===== src/rtl/core/sorted_priority_queue_core_macros.svh =====
// Assertion macros for the sorted priority queue core.
// Used by the top level only; needs no other file.
`ifndef SORTED_PRIORITY_QUEUE_CORE_MACROS_SVH
`define SORTED_PRIORITY_QUEUE_CORE_MACROS_SVH

`ifndef NO_ASSERTIONS
`define SPQ_ASSERT_SAME(label, clk, rst, ante, cons) \
  label: assert property (@(posedge clk) disable iff (rst) (ante) |-> (cons)) \
    else $error("sorted priority queue check failed");
`define SPQ_ASSERT_NEXT(label, clk, rst, ante, cons) \
  label: assert property (@(posedge clk) disable iff (rst) (ante) |=> (cons)) \
    else $error("sorted priority queue check failed");
`else
`define SPQ_ASSERT_SAME(label, clk, rst, ante, cons)
`define SPQ_ASSERT_NEXT(label, clk, rst, ante, cons)
`endif

`endif


===== src/rtl/core/spq_pkg.sv =====
// Shared types and codes of the sorted priority queue core.
// Used by the controller, the datapath and the top level.
package spq_pkg;

  localparam logic OP_INSERT = 1'b0;
  localparam logic OP_REMOVE = 1'b1;

  localparam logic [1:0] ST_OK    = 2'd0;
  localparam logic [1:0] ST_EMPTY = 2'd1;
  localparam logic [1:0] ST_FULL  = 2'd2;

  typedef struct packed {
    logic        operation;
    logic [31:0] weight;
    logic [7:0]  symbol;
    logic [8:0]  node_handle;
  } req_t;

  typedef struct packed {
    logic [31:0] out_weight;
    logic [7:0]  out_symbol;
    logic [8:0]  out_handle;
    logic [1:0]  status;
    logic        is_empty;
    logic        holds_one;
  } rsp_t;

  typedef struct packed {
    logic       load_item;
    logic       ins_first;
    logic       write_new_tail;
    logic       write_up;
    logic       walk_down;
    logic       write_new_after;
    logic       write_new_cur;
    logic       cnt_inc;
    logic       rd_head;
    logic       pop;
    logic       set_status;
    logic [1:0] status;
    logic       publish;
  } cmd_t;

  typedef struct packed {
    logic op_remove;
    logic empty;
    logic full;
    logic precedes;
    logic rem_one;
    logic out_free;
  } sts_t;

endpackage


===== src/rtl/core/spq_ctrl.sv =====
// Controller state machine of the sorted priority queue core.
// Depends on spq_pkg for the command and status structs.
module spq_ctrl (
  input  logic          clk,
  input  logic          rst,
  input  logic          req_valid,
  output logic          req_ready,
  input  spq_pkg::sts_t sts,
  output spq_pkg::cmd_t cmd
);
  import spq_pkg::*;

  localparam logic [2:0] S_IDLE    = 3'd0;
  localparam logic [2:0] S_INS_CHK = 3'd1;
  localparam logic [2:0] S_SHIFT   = 3'd2;
  localparam logic [2:0] S_PLACE   = 3'd3;
  localparam logic [2:0] S_REM_CHK = 3'd4;
  localparam logic [2:0] S_REM_RD  = 3'd5;
  localparam logic [2:0] S_FIN     = 3'd6;

  logic [2:0] state;
  logic [2:0] state_next;

  assign req_ready = (state == S_IDLE) && !rst;

  always_comb begin
    cmd = '0;
    state_next = state;
    unique case (state)
      S_IDLE: begin
        if (req_valid) begin
          cmd.load_item = 1'b1;
          state_next = S_INS_CHK;
        end
      end
      S_INS_CHK: begin
        priority if (sts.op_remove) begin
          state_next = S_REM_CHK;
        end else if (sts.full) begin
          cmd.set_status = 1'b1;
          cmd.status = ST_FULL;
          state_next = S_FIN;
        end else if (sts.empty) begin
          cmd.write_new_tail = 1'b1;
          cmd.cnt_inc = 1'b1;
          state_next = S_FIN;
        end else begin
          cmd.ins_first = 1'b1;
          state_next = S_SHIFT;
        end
      end
      S_SHIFT: begin
        if (sts.precedes) begin
          cmd.write_up = 1'b1;
          if (sts.rem_one) begin
            state_next = S_PLACE;
          end else begin
            cmd.walk_down = 1'b1;
          end
        end else begin
          cmd.write_new_after = 1'b1;
          cmd.cnt_inc = 1'b1;
          state_next = S_FIN;
        end
      end
      S_PLACE: begin
        cmd.write_new_cur = 1'b1;
        cmd.cnt_inc = 1'b1;
        state_next = S_FIN;
      end
      S_REM_CHK: begin
        if (sts.empty) begin
          cmd.set_status = 1'b1;
          cmd.status = ST_EMPTY;
          state_next = S_FIN;
        end else begin
          cmd.rd_head = 1'b1;
          state_next = S_REM_RD;
        end
      end
      S_REM_RD: begin
        cmd.pop = 1'b1;
        state_next = S_FIN;
      end
      S_FIN: begin
        if (sts.out_free) begin
          cmd.publish = 1'b1;
          state_next = S_IDLE;
        end
      end
      default: begin
        state_next = S_IDLE;
      end
    endcase
  end

  always_ff @(posedge clk) begin
    if (rst) begin
      state <= S_IDLE;
    end else begin
      state <= state_next;
    end
  end

endmodule


===== config.mk =====
export PLATFORM = sky130hd
export DESIGN_NAME = spq_ctrl
export DESIGN_NICKNAME = d
export VERILOG_FILES = /design/src/rtl/core/sorted_priority_queue_core_macros.svh /design/src/rtl/core/spq_pkg.sv /design/src/rtl/core/spq_ctrl.sv
export SDC_FILE = /design/constraint.sdc
export NUM_CORES = 1
export LEC_CHECK = 0
export BUFFER_PORTS_ARGS = -buffer_cell sky130_fd_sc_hd__clkbuf_2
export CAP_MARGIN = 15
export CORE_AREA = 5 5 42 44
export CTS_CLUSTER_DIAMETER = 200
export DETAILED_ROUTE_END_ITERATION = 16
export DIE_AREA = 0 0 47 49
export HOLD_SLACK_MARGIN = 0.02
export PLACE_DENSITY = 0.55
export SYNTH_ARGS = -nofsm -noshare
export SYNTH_HDL_FRONTEND = slang
export SYNTH_SLANG_ARGS = --single-unit
export TNS_END_PERCENT = 100

===== constraint.sdc =====
create_clock -name clk -period 1.36 [get_ports clk]
set_clock_uncertainty 0.15 [all_clocks]
set_input_delay 0.204 -clock clk [delete_from_list [all_inputs] [get_ports clk]]
set_output_delay 0.204 -clock clk [all_outputs]
set_load 0.03 [all_outputs]

==> results of run 1 <==
## kinds of logic after synthesis
kind of cell           synth area share
AO/OA/AOI/OAI                     0.236
buffers and inverters             0.107
flip-flops                        0.177
AND/OR/NAND/NOR                   0.480
## power groups by stage
stage / registers, uW / logic (uW) / clock network (uW)
finish: 148 / 935 / 159
global route: 152 / 990 / 182
CTS: 145 / 812 / 167
detailed placement: 141 / 654 / 0
global placement: 140 / 650 / 0
floorplan: 141 / 455 / 0
## synth_stat cells
cell type and n:
sky130_fd_sc_hd__a31o_1 1, sky130_fd_sc_hd__a21oi_1 3, sky130_fd_sc_hd__nor4_1 2, sky130_fd_sc_hd__nor3b_1 2, sky130_fd_sc_hd__buf_6 2, sky130_fd_sc_hd__and4bb_2 1, sky130_fd_sc_hd__nor4b_4 1, sky130_fd_sc_hd__and4b_1 1
sky130_fd_sc_hd__and2_1 1, sky130_fd_sc_hd__or3_1 1, sky130_fd_sc_hd__dfxtp_1 3, sky130_fd_sc_hd__nand2b_1 2, sky130_fd_sc_hd__nand2_1 1, sky130_fd_sc_hd__nor2b_1 1, sky130_fd_sc_hd__a21o_1 1, sky130_fd_sc_hd__a2111oi_2 1
sky130_fd_sc_hd__or2_1 1, sky130_fd_sc_hd__and3_1 1, sky130_fd_sc_hd__o211a_1 1, sky130_fd_sc_hd__o211ai_1 1, sky130_fd_sc_hd__buf_2 2, sky130_fd_sc_hd__inv_1 1, sky130_fd_sc_hd__nor3_1 3, sky130_fd_sc_hd__nor4b_1 2
sky130_fd_sc_hd__o21bai_1 1, sky130_fd_sc_hd__and3b_1 1, sky130_fd_sc_hd__a221oi_1 1
## per-layer routing
metal | share of wire | wire [um] | vias up
met2 | 0.60 | 903 | 11
li1 | - | - | 249
met5 | 0 | 0 | -
met4 | 0 | 0 | 0
met3 | 0.029 | 44 | 0
met1 | 0.37 | 564 | 232
## area by class of cell
type	count	share of cell area
clock buffer	4	0.0259
tap	16	0.0197
inverter	1	0.00740
sequential	3	0.0678
timing repair buffer	47	0.502
multi-input combinational	31	0.377
## worst min path at each step
| stage | endpoint | cells past startpoint |
|---|---|---|
| after floorplan | state[2]$_SDFFE_PP0P_ | 1 |
| after global placement | state[1]$_SDFFE_PP0P_ | 2 |
| after detailed placement | state[1]$_SDFFE_PP0P_ | 2 |
| after CTS | state[1]$_SDFFE_PP0P_ | 2 |
| after global routing | state[0]$_SDFFE_PP0P_ | 2 |
| final | state[2]$_SDFFE_PP0P_ | 2 |
## stage by stage
| step | cell area [um^2] | utilization | setup slack (ns) |
|---|---|---|---|
| 3_5_place_dp | 708 | 0.505 | -0.142 |
| 5_1_grt | 1010 | 0.724 | -0.406 |
| 2_1_floorplan | 487 | - | -0.149 |
| 6_report | 1010 | 0.724 | -0.352 |
| 4_1_cts | 918 | 0.655 | -0.343 |
| 3_3_place_gp | 708 | 0.505 | -0.142 |
## timing repair
action,in CTS,in global routing
resized for setup,37,13
gates cloned,0,1
setup buffers,5,5
setup endpoints to repair,16,17
pin swaps,6,6
==> run_results.csv, run 1 <==
group,metric,value,unit
clocking,cts_inserted_buffers,3,
status,outcome,"complete, but fails checks",
detailed_routing,drt_iter0_drc,1,
setup_path,critical_path.n_buffers_inverters,4,
cells_and_area,final_layout_size_suffix_gt1_frac,0.837,
synth,synth.cell_area,339,um^2
sta,fin_crit_sh,1.26,
sta,fin_setup_tns,-4.22,ns
sta,hold_ws,0.0912,ns
floorplanning,initial_core_util,0.242,
global_routing,globalRouteOverflowTotal,0,
placement,dp_hpwl,956,um
cells_and_area,largest_register_ff_count,3,
setup_path,cell_count_of_the_worst_reg_to_reg_path,5,
clocking,cts-root-to-sink-buffers,2,
cells_and_area,top_regs,"state (3)",
cells_and_area,final_cells,102,
sta,worstMarginPinSlew,0.301,ns
pwr,combPwrFrac,0.752,
global_routing,globalRouteMet2Util,0.244,
synth,yosysTopAreaCellShare,0.177,
floorplanning,fp.coreArea,1400,um^2
clocking,cts.reportedPaths.clkPinSlew,0.04,ns
global_routing,overall_global_routing_resource_usage,0.137,
floorplanning,dieHeight,49,um
pwr,net-switching-power,485,uW
setup_path,cp_data_arrival_time,1.36,ns
global_routing,grt_start_max_net_pins,10,
floorplanning,floorplan.io_pins,24,
detailed_routing,final_ant_viol_nets,0,
cells_and_area,design.final.nets,96,
detailed_routing,vias_per_cell,4.82,
cells_and_area,sequential_cell_area,68.8,um^2
cells_and_area,final_cell_mix,"sky130_fd_sc_hd__buf_6 (11), sky130_fd_sc_hd__buf_4 (11), sky130_fd_sc_hd__clkbuf_2 (8), sky130_fd_sc_hd__clkbuf_8 (8)",
synth,synth_seq_cells,3,
global_routing,grt_first_pass_wirelength,2350,um
pwr,total_leakage_power,0.000455,uW
pwr,flop_pwr_share,0.120,
synth,distinct_cell_type_count_of_the_synthesized_netlist,27,
floorplanning,die_area,2300,um^2
cells_and_area,fill_cells,103,
pwr,power_per_cell_area,1220,nW/um^2
setup_path,timing.critical_path.from_type,"flip-flop",
clocking,cts_root_buffer,"sky130_fd_sc_hd__clkbuf_4",
clocking,cts_tree,"yes",
setup_path,cpLargestDelayFamily,"buffers and inverters",
setup_path,r2r-start,"state[2]$_SDFFE_PP0P_",
global_routing,via_count_of_the_first_global_routing_pass,509,
pwr,power_frac_clock,0.128,
run,max_cap_viol_count,0,
detailed_routing,totalWireLength,1510,um
setup_path,critical_path.slowest_cell,"sky130_fd_sc_hd__dfxtp_4",
setup_path,critPathKind,"flip-flop to output pin",
placement,place.port_buffers,23,
sta,timing_max_transition_violations_final,0,
sta,fmaxAchievable,584,MHz
synth,synth-seq-area-share,0.177,
setup_path,setup.reg_to_reg.worst_slack,-0.05,ns
setup_path,setup.worst_path.start,"state[2]$_SDFFE_PP0P_",
setup_path,endpoint_kind,"output pin",
detailed_routing,avgRoutedWirePerCell,14.8,um
sta,fin_ws,-0.352,ns
floorplanning,rows,14,
global_routing,antenna_found_initial,0,
worst_hold_path,hold_class,"input port to flip-flop",
setup_path,crit_fanout,5,
sta,worst_slew_margin_rel,0.799,
floorplanning,fp.dieW,47,um
synth,netlist_instances,39,
clocking,cts_htree_levels,1,
setup_path,worst_path_largest_cell_delay,0.37,ns
sta,timing.final.setup_violations,16,
pwr,vdd_ir_drop_max,653,uV
cells_and_area,regMostFlops,"state",
cells_and_area,area_delta_synth_final,199,%
global_routing,grtUsageMet1,0.151,
sta,period_needed,1.71,ns
placement,gp_congestion,0.649,
setup_path,critical_path.cell_chain,"buf_12 > clkinvlp_4 > buf_4 > a31o_4 > buf_8",
sta,finalHoldViolations,0,
synth,yosys-top-cells-area,"sky130_fd_sc_hd__dfxtp_1 (18%), sky130_fd_sc_hd__nor4b_4 (7.0%), sky130_fd_sc_hd__buf_6 (6.6%)",
global_routing,gr-max-usage-layer,"met2",
pwr,fin_total_pwr,1240,uW
detailed_routing,post-route-drc-count,0,
detailed_routing,detailroute.via_count,492,
detailed_routing,detail_route.first_pass.iterations,2,
pwr,sw_frac_of_total,0.390,
placement,post-place-cells,87,
sta,rsz0062_at_grt,"yes",
global_routing,grt_met3_use,0.0332,
synth,ys.warnings.count,0,
synth,synth_area_per_cell,8.69,um^2
pwr,power.internal,758,uW
cells_and_area,multiInputGateArea,383,um^2
setup_path,critPathRequiredTime,1.01,ns
status,failed_checks,"negative setup slack",
clocking,cts.hold.buffers_added,0,
clocking,clkLatencyLatePin,0.23,ns
cells_and_area,antenna-diode-count,0,
worst_hold_path,startpoint_of_the_tightest_hold_check_path,"rst",
setup_path,regToRegEndpoint,"state[0]$_SDFFE_PP0P_",
setup_path,critPathCapture,"cmd[6]",
clocking,cts_num_sinks,3,
synth,post-synth-top-area-cell,"sky130_fd_sc_hd__dfxtp_1",
setup_path,worst-path-stages,5,
synth,synthesis.nets,48,
Power figures use the tool's default switching activity.
==> run 2: changes to the inputs <==
Settings changed: ABC_AREA set to 1, PLACE_DENSITY 0.55 to 0.57.
==> run_results.csv, run 2 <==
group,metric,value,unit
sta,fin_crit_sh,1.16,
pwr,power.internal,745,uW
pwr,vdd_ir_drop_max,1030,uV
pwr,power_per_cell_area,1750,nW/um^2
floorplanning,rows,14,
status,failed_checks,"negative setup slack",
sta,hold_ws,0.0455,ns
global_routing,overall_global_routing_resource_usage,0.133,
synth,synthMostInstantiatedCell,"sky130_fd_sc_hd__inv_1",
floorplanning,dieHeight,49,um
global_routing,via_count_of_the_first_global_routing_pass,546,
synth,synth_edf_count,0,
synth,ys.warnings.count,0,
cells_and_area,regMostFlops,"state",
clocking,cts_htree_levels,1,
detailed_routing,vias_per_cell,4.48,
clocking,clkLatencyLatePin,0.23,ns
clocking,cts_root_buffer,"sky130_fd_sc_hd__clkbuf_4",
cells_and_area,largest_register_ff_count,3,
cells_and_area,final_cell_mix,"sky130_fd_sc_hd__buf_4 (12), sky130_fd_sc_hd__inv_1 (11), sky130_fd_sc_hd__clkbuf_2 (8)",
synth,synth.cells.most_frequent,"sky130_fd_sc_hd__inv_1 (16), sky130_fd_sc_hd__nor2_1 (12), sky130_fd_sc_hd__nand2_1 (10)",
sta,fin_ws,-0.217,ns
placement,place.port_buffers,23,
synth,synth.cell_area,364,um^2
detailed_routing,drt_iter0_drc,20,
global_routing,grt_start_max_net_pins,6,
clocking,cts_tree,"yes",
floorplanning,fp.dieW,47,um
detailed_routing,detail_route.first_pass.iterations,4,
sta,timing.final.setup_violations,14,
detailed_routing,totalWireLength,1440,um
placement,gp_congestion,0.742,
synth,yosysTopAreaCellShare,0.165,
detailed_routing,detailroute.via_count,551,
cells_and_area,final_layout_size_suffix_gt1_frac,0.673,
sta,finalHoldViolations,0,
sta,worstMarginPinSlew,0.173,ns
global_routing,antenna_found_initial,0,
sta,fmaxAchievable,634,MHz
cells_and_area,area_delta_synth_final,127,%
floorplanning,die_area,2300,um^2
setup_path,cp_data_arrival_time,1.22,ns
clocking,cts.reportedPaths.clkPinSlew,0.03,ns
sta,timing_max_transition_violations_final,0,
placement,dp_hpwl,960,um
detailed_routing,final_ant_viol_nets,0,
detailed_routing,avgRoutedWirePerCell,11.7,um
global_routing,grt_first_pass_wirelength,2240,um
synth,netlist_instances,67,
status,outcome,"complete, but fails checks",
cells_and_area,top_regs,"state (3)",
clocking,cts_num_sinks,3,
synth,synth_area_per_cell,5.43,um^2
sta,rsz0062_at_grt,"yes",
synth,yosys_most_used_dff,"sky130_fd_sc_hd__dfxtp_1",
pwr,combPwrFrac,0.771,
worst_hold_path,hold_class,"input port to flip-flop",
clocking,cts_inserted_buffers,3,
synth,postSynth.asyncResetShare,0,
setup_path,critPathKind,"flip-flop to output pin",
setup_path,crit_fanout,4,
sta,fin_setup_tns,-2.29,ns
pwr,net-switching-power,702,uW
clocking,cts-root-to-sink-buffers,2,
synth,synth_seq_cells,3,
cells_and_area,multiInputGateArea,299,um^2
run,max_cap_viol_count,0,
cells_and_area,antenna-diode-count,0,
floorplanning,floorplan.io_pins,24,
global_routing,globalRouteOverflowTotal,0,
cells_and_area,design.final.nets,117,
cells_and_area,sequential_cell_area,66.3,um^2
synth,synth-seq-area-share,0.165,
synth,distinct_cell_type_count_of_the_synthesized_netlist,16,
detailed_routing,post-route-drc-count,0,
sta,period_needed,1.58,ns
pwr,power_frac_clock,0.107,
pwr,sw_frac_of_total,0.485,
synth,post-synth-top-area-cell,"sky130_fd_sc_hd__dfxtp_1",
synth,synthesis.nets,76,
cells_and_area,fill_cells,138,
setup_path,timing.critical_path.from_type,"flip-flop",
setup_path,endpoint_kind,"output pin",
floorplanning,initial_core_util,0.260,
synth,yosys-top-cells-area,"sky130_fd_sc_hd__dfxtp_1 (16%), sky130_fd_sc_hd__inv_1 (16%), sky130_fd_sc_hd__nor2_1 (12%)",
floorplanning,fp.coreArea,1400,um^2
pwr,flop_pwr_share,0.123,
pwr,total_leakage_power,0.000466,uW
setup_path,critPathRequiredTime,1.01,ns
sta,worst_slew_margin_rel,0.884,
cells_and_area,layout.cells.most_common,"sky130_fd_sc_hd__buf_4",
run 2: cell types whose count changed in the layout (fill, tap and decap cells not counted), sizes merged, moves of 3 or more:
cell and change:
nor2 +16, nand2 +10, buf -7, nand3 +10, nor4b -3, clkbuf -3, inv +19
run 2: layout make-up:
type,count,share of cell area
multi-input cells,44,0.362
well taps,16,0.0242
inverters,19,0.0893
repair buffers,37,0.413
clock buffers,4,0.0318
flip-flops and latches,3,0.0802
run 2: what timing repair did:
item,in CTS,in global routing
gates cloned,0,0
pin swaps,2,4
gates resized for setup,41,21
buffers inserted,1,1
endpoints found under the setup margin,15,17
hold buffers,0,0
run 2: critical path, cell delays in order (launching register included):
cell,delay (ns)
sky130_fd_sc_hd__dfxtp_2,0.33
sky130_fd_sc_hd__inv_2,0.09
sky130_fd_sc_hd__nand3_4,0.09
sky130_fd_sc_hd__nor2_4,0.13
sky130_fd_sc_hd__nand3_2,0.12
sky130_fd_sc_hd__nand3_2,0.11
sky130_fd_sc_hd__buf_8,0.13
run 2: final timing paths:
path,from,end,slack [ns],depth (start not counted)
worst max-delay path,state[1]$_SDFFE_PP0P_,cmd[6],-0.22,6
worst min-delay path,rst,state[1]$_SDFFE_PP0P_,0.05,2
worst max register to register,state[2]$_SDFFE_PP0P_,state[0]$_SDFFE_PP0P_,0,8
worst min register to register,state[1]$_SDFFE_PP0P_,state[2]$_SDFFE_PP0P_,0.50,2
run 2: logic make-up (layout without fill, tap and decap cells):
family	after synthesis	after routing	synth area share
AO/OA/AOI/OAI	4	4	0.0687
buffers and inverters	20	60	0.227
flip-flops	3	3	0.165
AND/OR/NAND/NOR	40	40	0.540
run 2: power groups by stage:
stage	combinational, uW	sequential [uW]	clock, uW
after global routing	1200	184	174
after detailed placement	813	153	0
after CTS	997	174	158
after global placement	810	152	0
after floorplan	537	155	0
final	1110	177	154
run 2: metrics by stage:
step | area (um^2) | instances | utilization | setup slack (ns) | power [uW]
2_1_floorplan | 383 | 67 | - | -0.0494 | 692
3_3_place_gp | 597 | 117 | 0.426 | -0.0347 | 962
3_5_place_dp | 597 | 117 | 0.426 | -0.0393 | 965
4_1_cts | 774 | 122 | 0.553 | -0.197 | 1330
5_1_grt | 827 | 123 | 0.590 | -0.270 | 1550
6_report | 827 | 123 | 0.590 | -0.217 | 1450
run 2: metal layers:
layer / GRT usage / wire length (um)
met5: 0 / 0
met4: 0.0691 / 11
met3: 0.0221 / 64
met2: 0.224 / 821
met1: 0.152 / 540
==> run 3: changes to the inputs <==
Settings changed: CTS_BUF_LIST set to sky130_fd_sc_hd__clkbuf_4 sky130_fd_sc_hd__clkbuf_8.
==> run_results.csv, run 3 (synthesized netlist as in run 2, its figures left out) <==
group,metric,value,unit
detailed_routing,vias_per_cell,4.35,
floorplanning,floorplan.io_pins,24,
sta,fin_ws,-0.220,ns
clocking,cts_num_sinks,3,
cells_and_area,final_design_utilization,0.601,
placement,placed_area,597,um^2
global_routing,grtUsageMet1,0.158,
detailed_routing,final_ant_viol_nets,0,
cells_and_area,fill_cells,135,
pwr,vdd_ir_drop_max,1050,uV
sta,hold_ws,0.0357,ns
pwr,total_leakage_power,0.000476,uW
global_routing,grt_start_max_net_pins,6,
floorplanning,fp.dieW,47,um
setup_path,endpoint_kind,"output pin",
setup_path,critPathKind,"flip-flop to output pin",
sta,timing_max_transition_violations_final,0,
setup_path,critPathRequiredTime,1.01,ns
sta,rsz0062_at_grt,"yes",
cells_and_area,regMostFlops,"state",
global_routing,globalRouteOverflowTotal,0,
global_routing,grt_met3_use,0.0221,
sta,fmaxAchievable,633,MHz
cells_and_area,final_layout_size_suffix_gt1_frac,0.676,
clocking,cts.reportedPaths.clkPinSlew,0.04,ns
setup_path,cp_data_arrival_time,1.23,ns
cells_and_area,antenna-diode-count,0,
sta,finalHoldViolations,0,
detailed_routing,drt_iter0_drc,6,
sta,timing.final.setup_violations,16,
cells_and_area,largest_register_ff_count,3,
clocking,cts_tree,"yes",
sta,period_needed,1.58,ns
global_routing,via_count_of_the_first_global_routing_pass,558,
floorplanning,dieHeight,49,um
cells_and_area,top_regs,"state (3)",
sta,worst_slew_margin_rel,0.872,
floorplanning,die_area,2300,um^2
floorplanning,rows,14,
global_routing,globalRouteMet2Util,0.233,
clocking,cts_root_buffer,"sky130_fd_sc_hd__clkbuf_4",
clocking,cts_inserted_buffers,3,
placement,gp_congestion,0.742,
global_routing,grt_first_pass_wirelength,2300,um
run,max_cap_viol_count,0,
clocking,clkLatencyLatePin,0.23,ns
global_routing,gr-max-usage-layer,"met2",
cells_and_area,sequential_cell_area,66.3,um^2
cells_and_area,multiInputGateArea,299,um^2
pwr,power_per_cell_area,1760,nW/um^2
placement,dp_hpwl,960,um
global_routing,overall_global_routing_resource_usage,0.134,
setup_path,timing.critical_path.from_type,"flip-flop",
clocking,cts-root-to-sink-buffers,2,
placement,place.port_buffers,23,
floorplanning,initial_core_util,0.260,
detailed_routing,detail_route.first_pass.iterations,4,
cells_and_area,final_area,842,um^2
detailed_routing,detailroute.via_count,540,
status,outcome,"complete, but fails checks",
sta,fin_crit_sh,1.16,
cells_and_area,layout.cells.most_common,"sky130_fd_sc_hd__buf_4",
setup_path,crit_fanout,4,
detailed_routing,post-route-drc-count,0,
worst_hold_path,hold_class,"input port to flip-flop",
global_routing,antenna_found_initial,0,
sta,worstMarginPinSlew,0.191,ns
floorplanning,fp.coreArea,1400,um^2
cells_and_area,area_delta_synth_final,131,%
detailed_routing,totalWireLength,1410,um
clocking,cts_htree_levels,1,
cells_and_area,design.final.nets,118,
cells_and_area,final_cell_mix,"sky130_fd_sc_hd__buf_4 (13), sky130_fd_sc_hd__inv_1 (11), sky130_fd_sc_hd__nor2_1 (8), sky130_fd_sc_hd__clkbuf_2 (8), sky130_fd_sc_hd__clkbuf_8 (8)",
status,failed_checks,"negative setup slack",
clocking,cts.hold.buffers_added,0,
detailed_routing,avgRoutedWirePerCell,11.3,um
## run 3: cell count changes in the layout (fill, tap and decap cells not counted), sizes merged
cell / previous run / this run
buf: 22 / 21
clkbuf: 19 / 21
## run 3: what timing repair did
item,CTS,global route
gates resized for setup,45,15
setup endpoints to repair,15,17
buffers inserted,1,2
hold endpoints to repair,0,0
pin swaps,3,4
## run 3: path summary, 6_finish.rpt
check | startpoint | to | slack, ns | cells after the start
setup / recovery | state[2]$_SDFFE_PP0P_ | cmd[5] | -0.22 | 6
hold / removal | rst | state[1]$_SDFFE_PP0P_ | 0.04 | 2
setup reg to reg | state[1]$_SDFFE_PP0P_ | state[1]$_SDFFE_PP0P_ | -0.02 | 9
hold reg to reg | state[1]$_SDFFE_PP0P_ | state[2]$_SDFFE_PP0P_ | 0.51 | 2
## run 3: worst max-delay path, stage by stage (launching register included)
cell                      delay, ns
sky130_fd_sc_hd__dfxtp_2       0.34
sky130_fd_sc_hd__inv_4         0.05
sky130_fd_sc_hd__buf_6         0.12
sky130_fd_sc_hd__nor3_4        0.20
sky130_fd_sc_hd__nand2_2       0.09
sky130_fd_sc_hd__inv_2         0.07
sky130_fd_sc_hd__buf_8         0.12
## run 3: per-stage QoR
step | std cells | total power (uW) | setup TNS, ns | setup slack (ns)
final | 124 | 1490 | -2.40 | -0.220
after floorplan | 67 | 692 | -0.162 | -0.0494
after global routing | 124 | 1600 | -3.53 | -0.273
after detailed placement | 117 | 965 | -0.198 | -0.0393
after CTS | 122 | 1370 | -2.04 | -0.191
after global placement | 117 | 962 | -0.125 | -0.0347
## run 3: area by class of cell
class                   count  share of cell area
repair buffers             38               0.419
flip-flops and latches      3              0.0788
inverters                  19              0.0877
clock buffers               4              0.0357
multi-input cells          44               0.355
well taps                  16              0.0238
## run 3: power breakdown
part	switching (uW)	total, uW	internal (uW)
Combinational	606	1130	522
Sequential	47.6	180	133
Clock	47.0	177	130
## run 3: routing by layer
| metal | share of wire | vias to the layer above |
|---|---|---|
| li1 | - | 282 |
| met1 | 0.37 | 238 |
| met2 | 0.56 | 18 |
| met3 | 0.057 | 2 |
| met4 | 0.0071 | 0 |
| met5 | 0 | - |
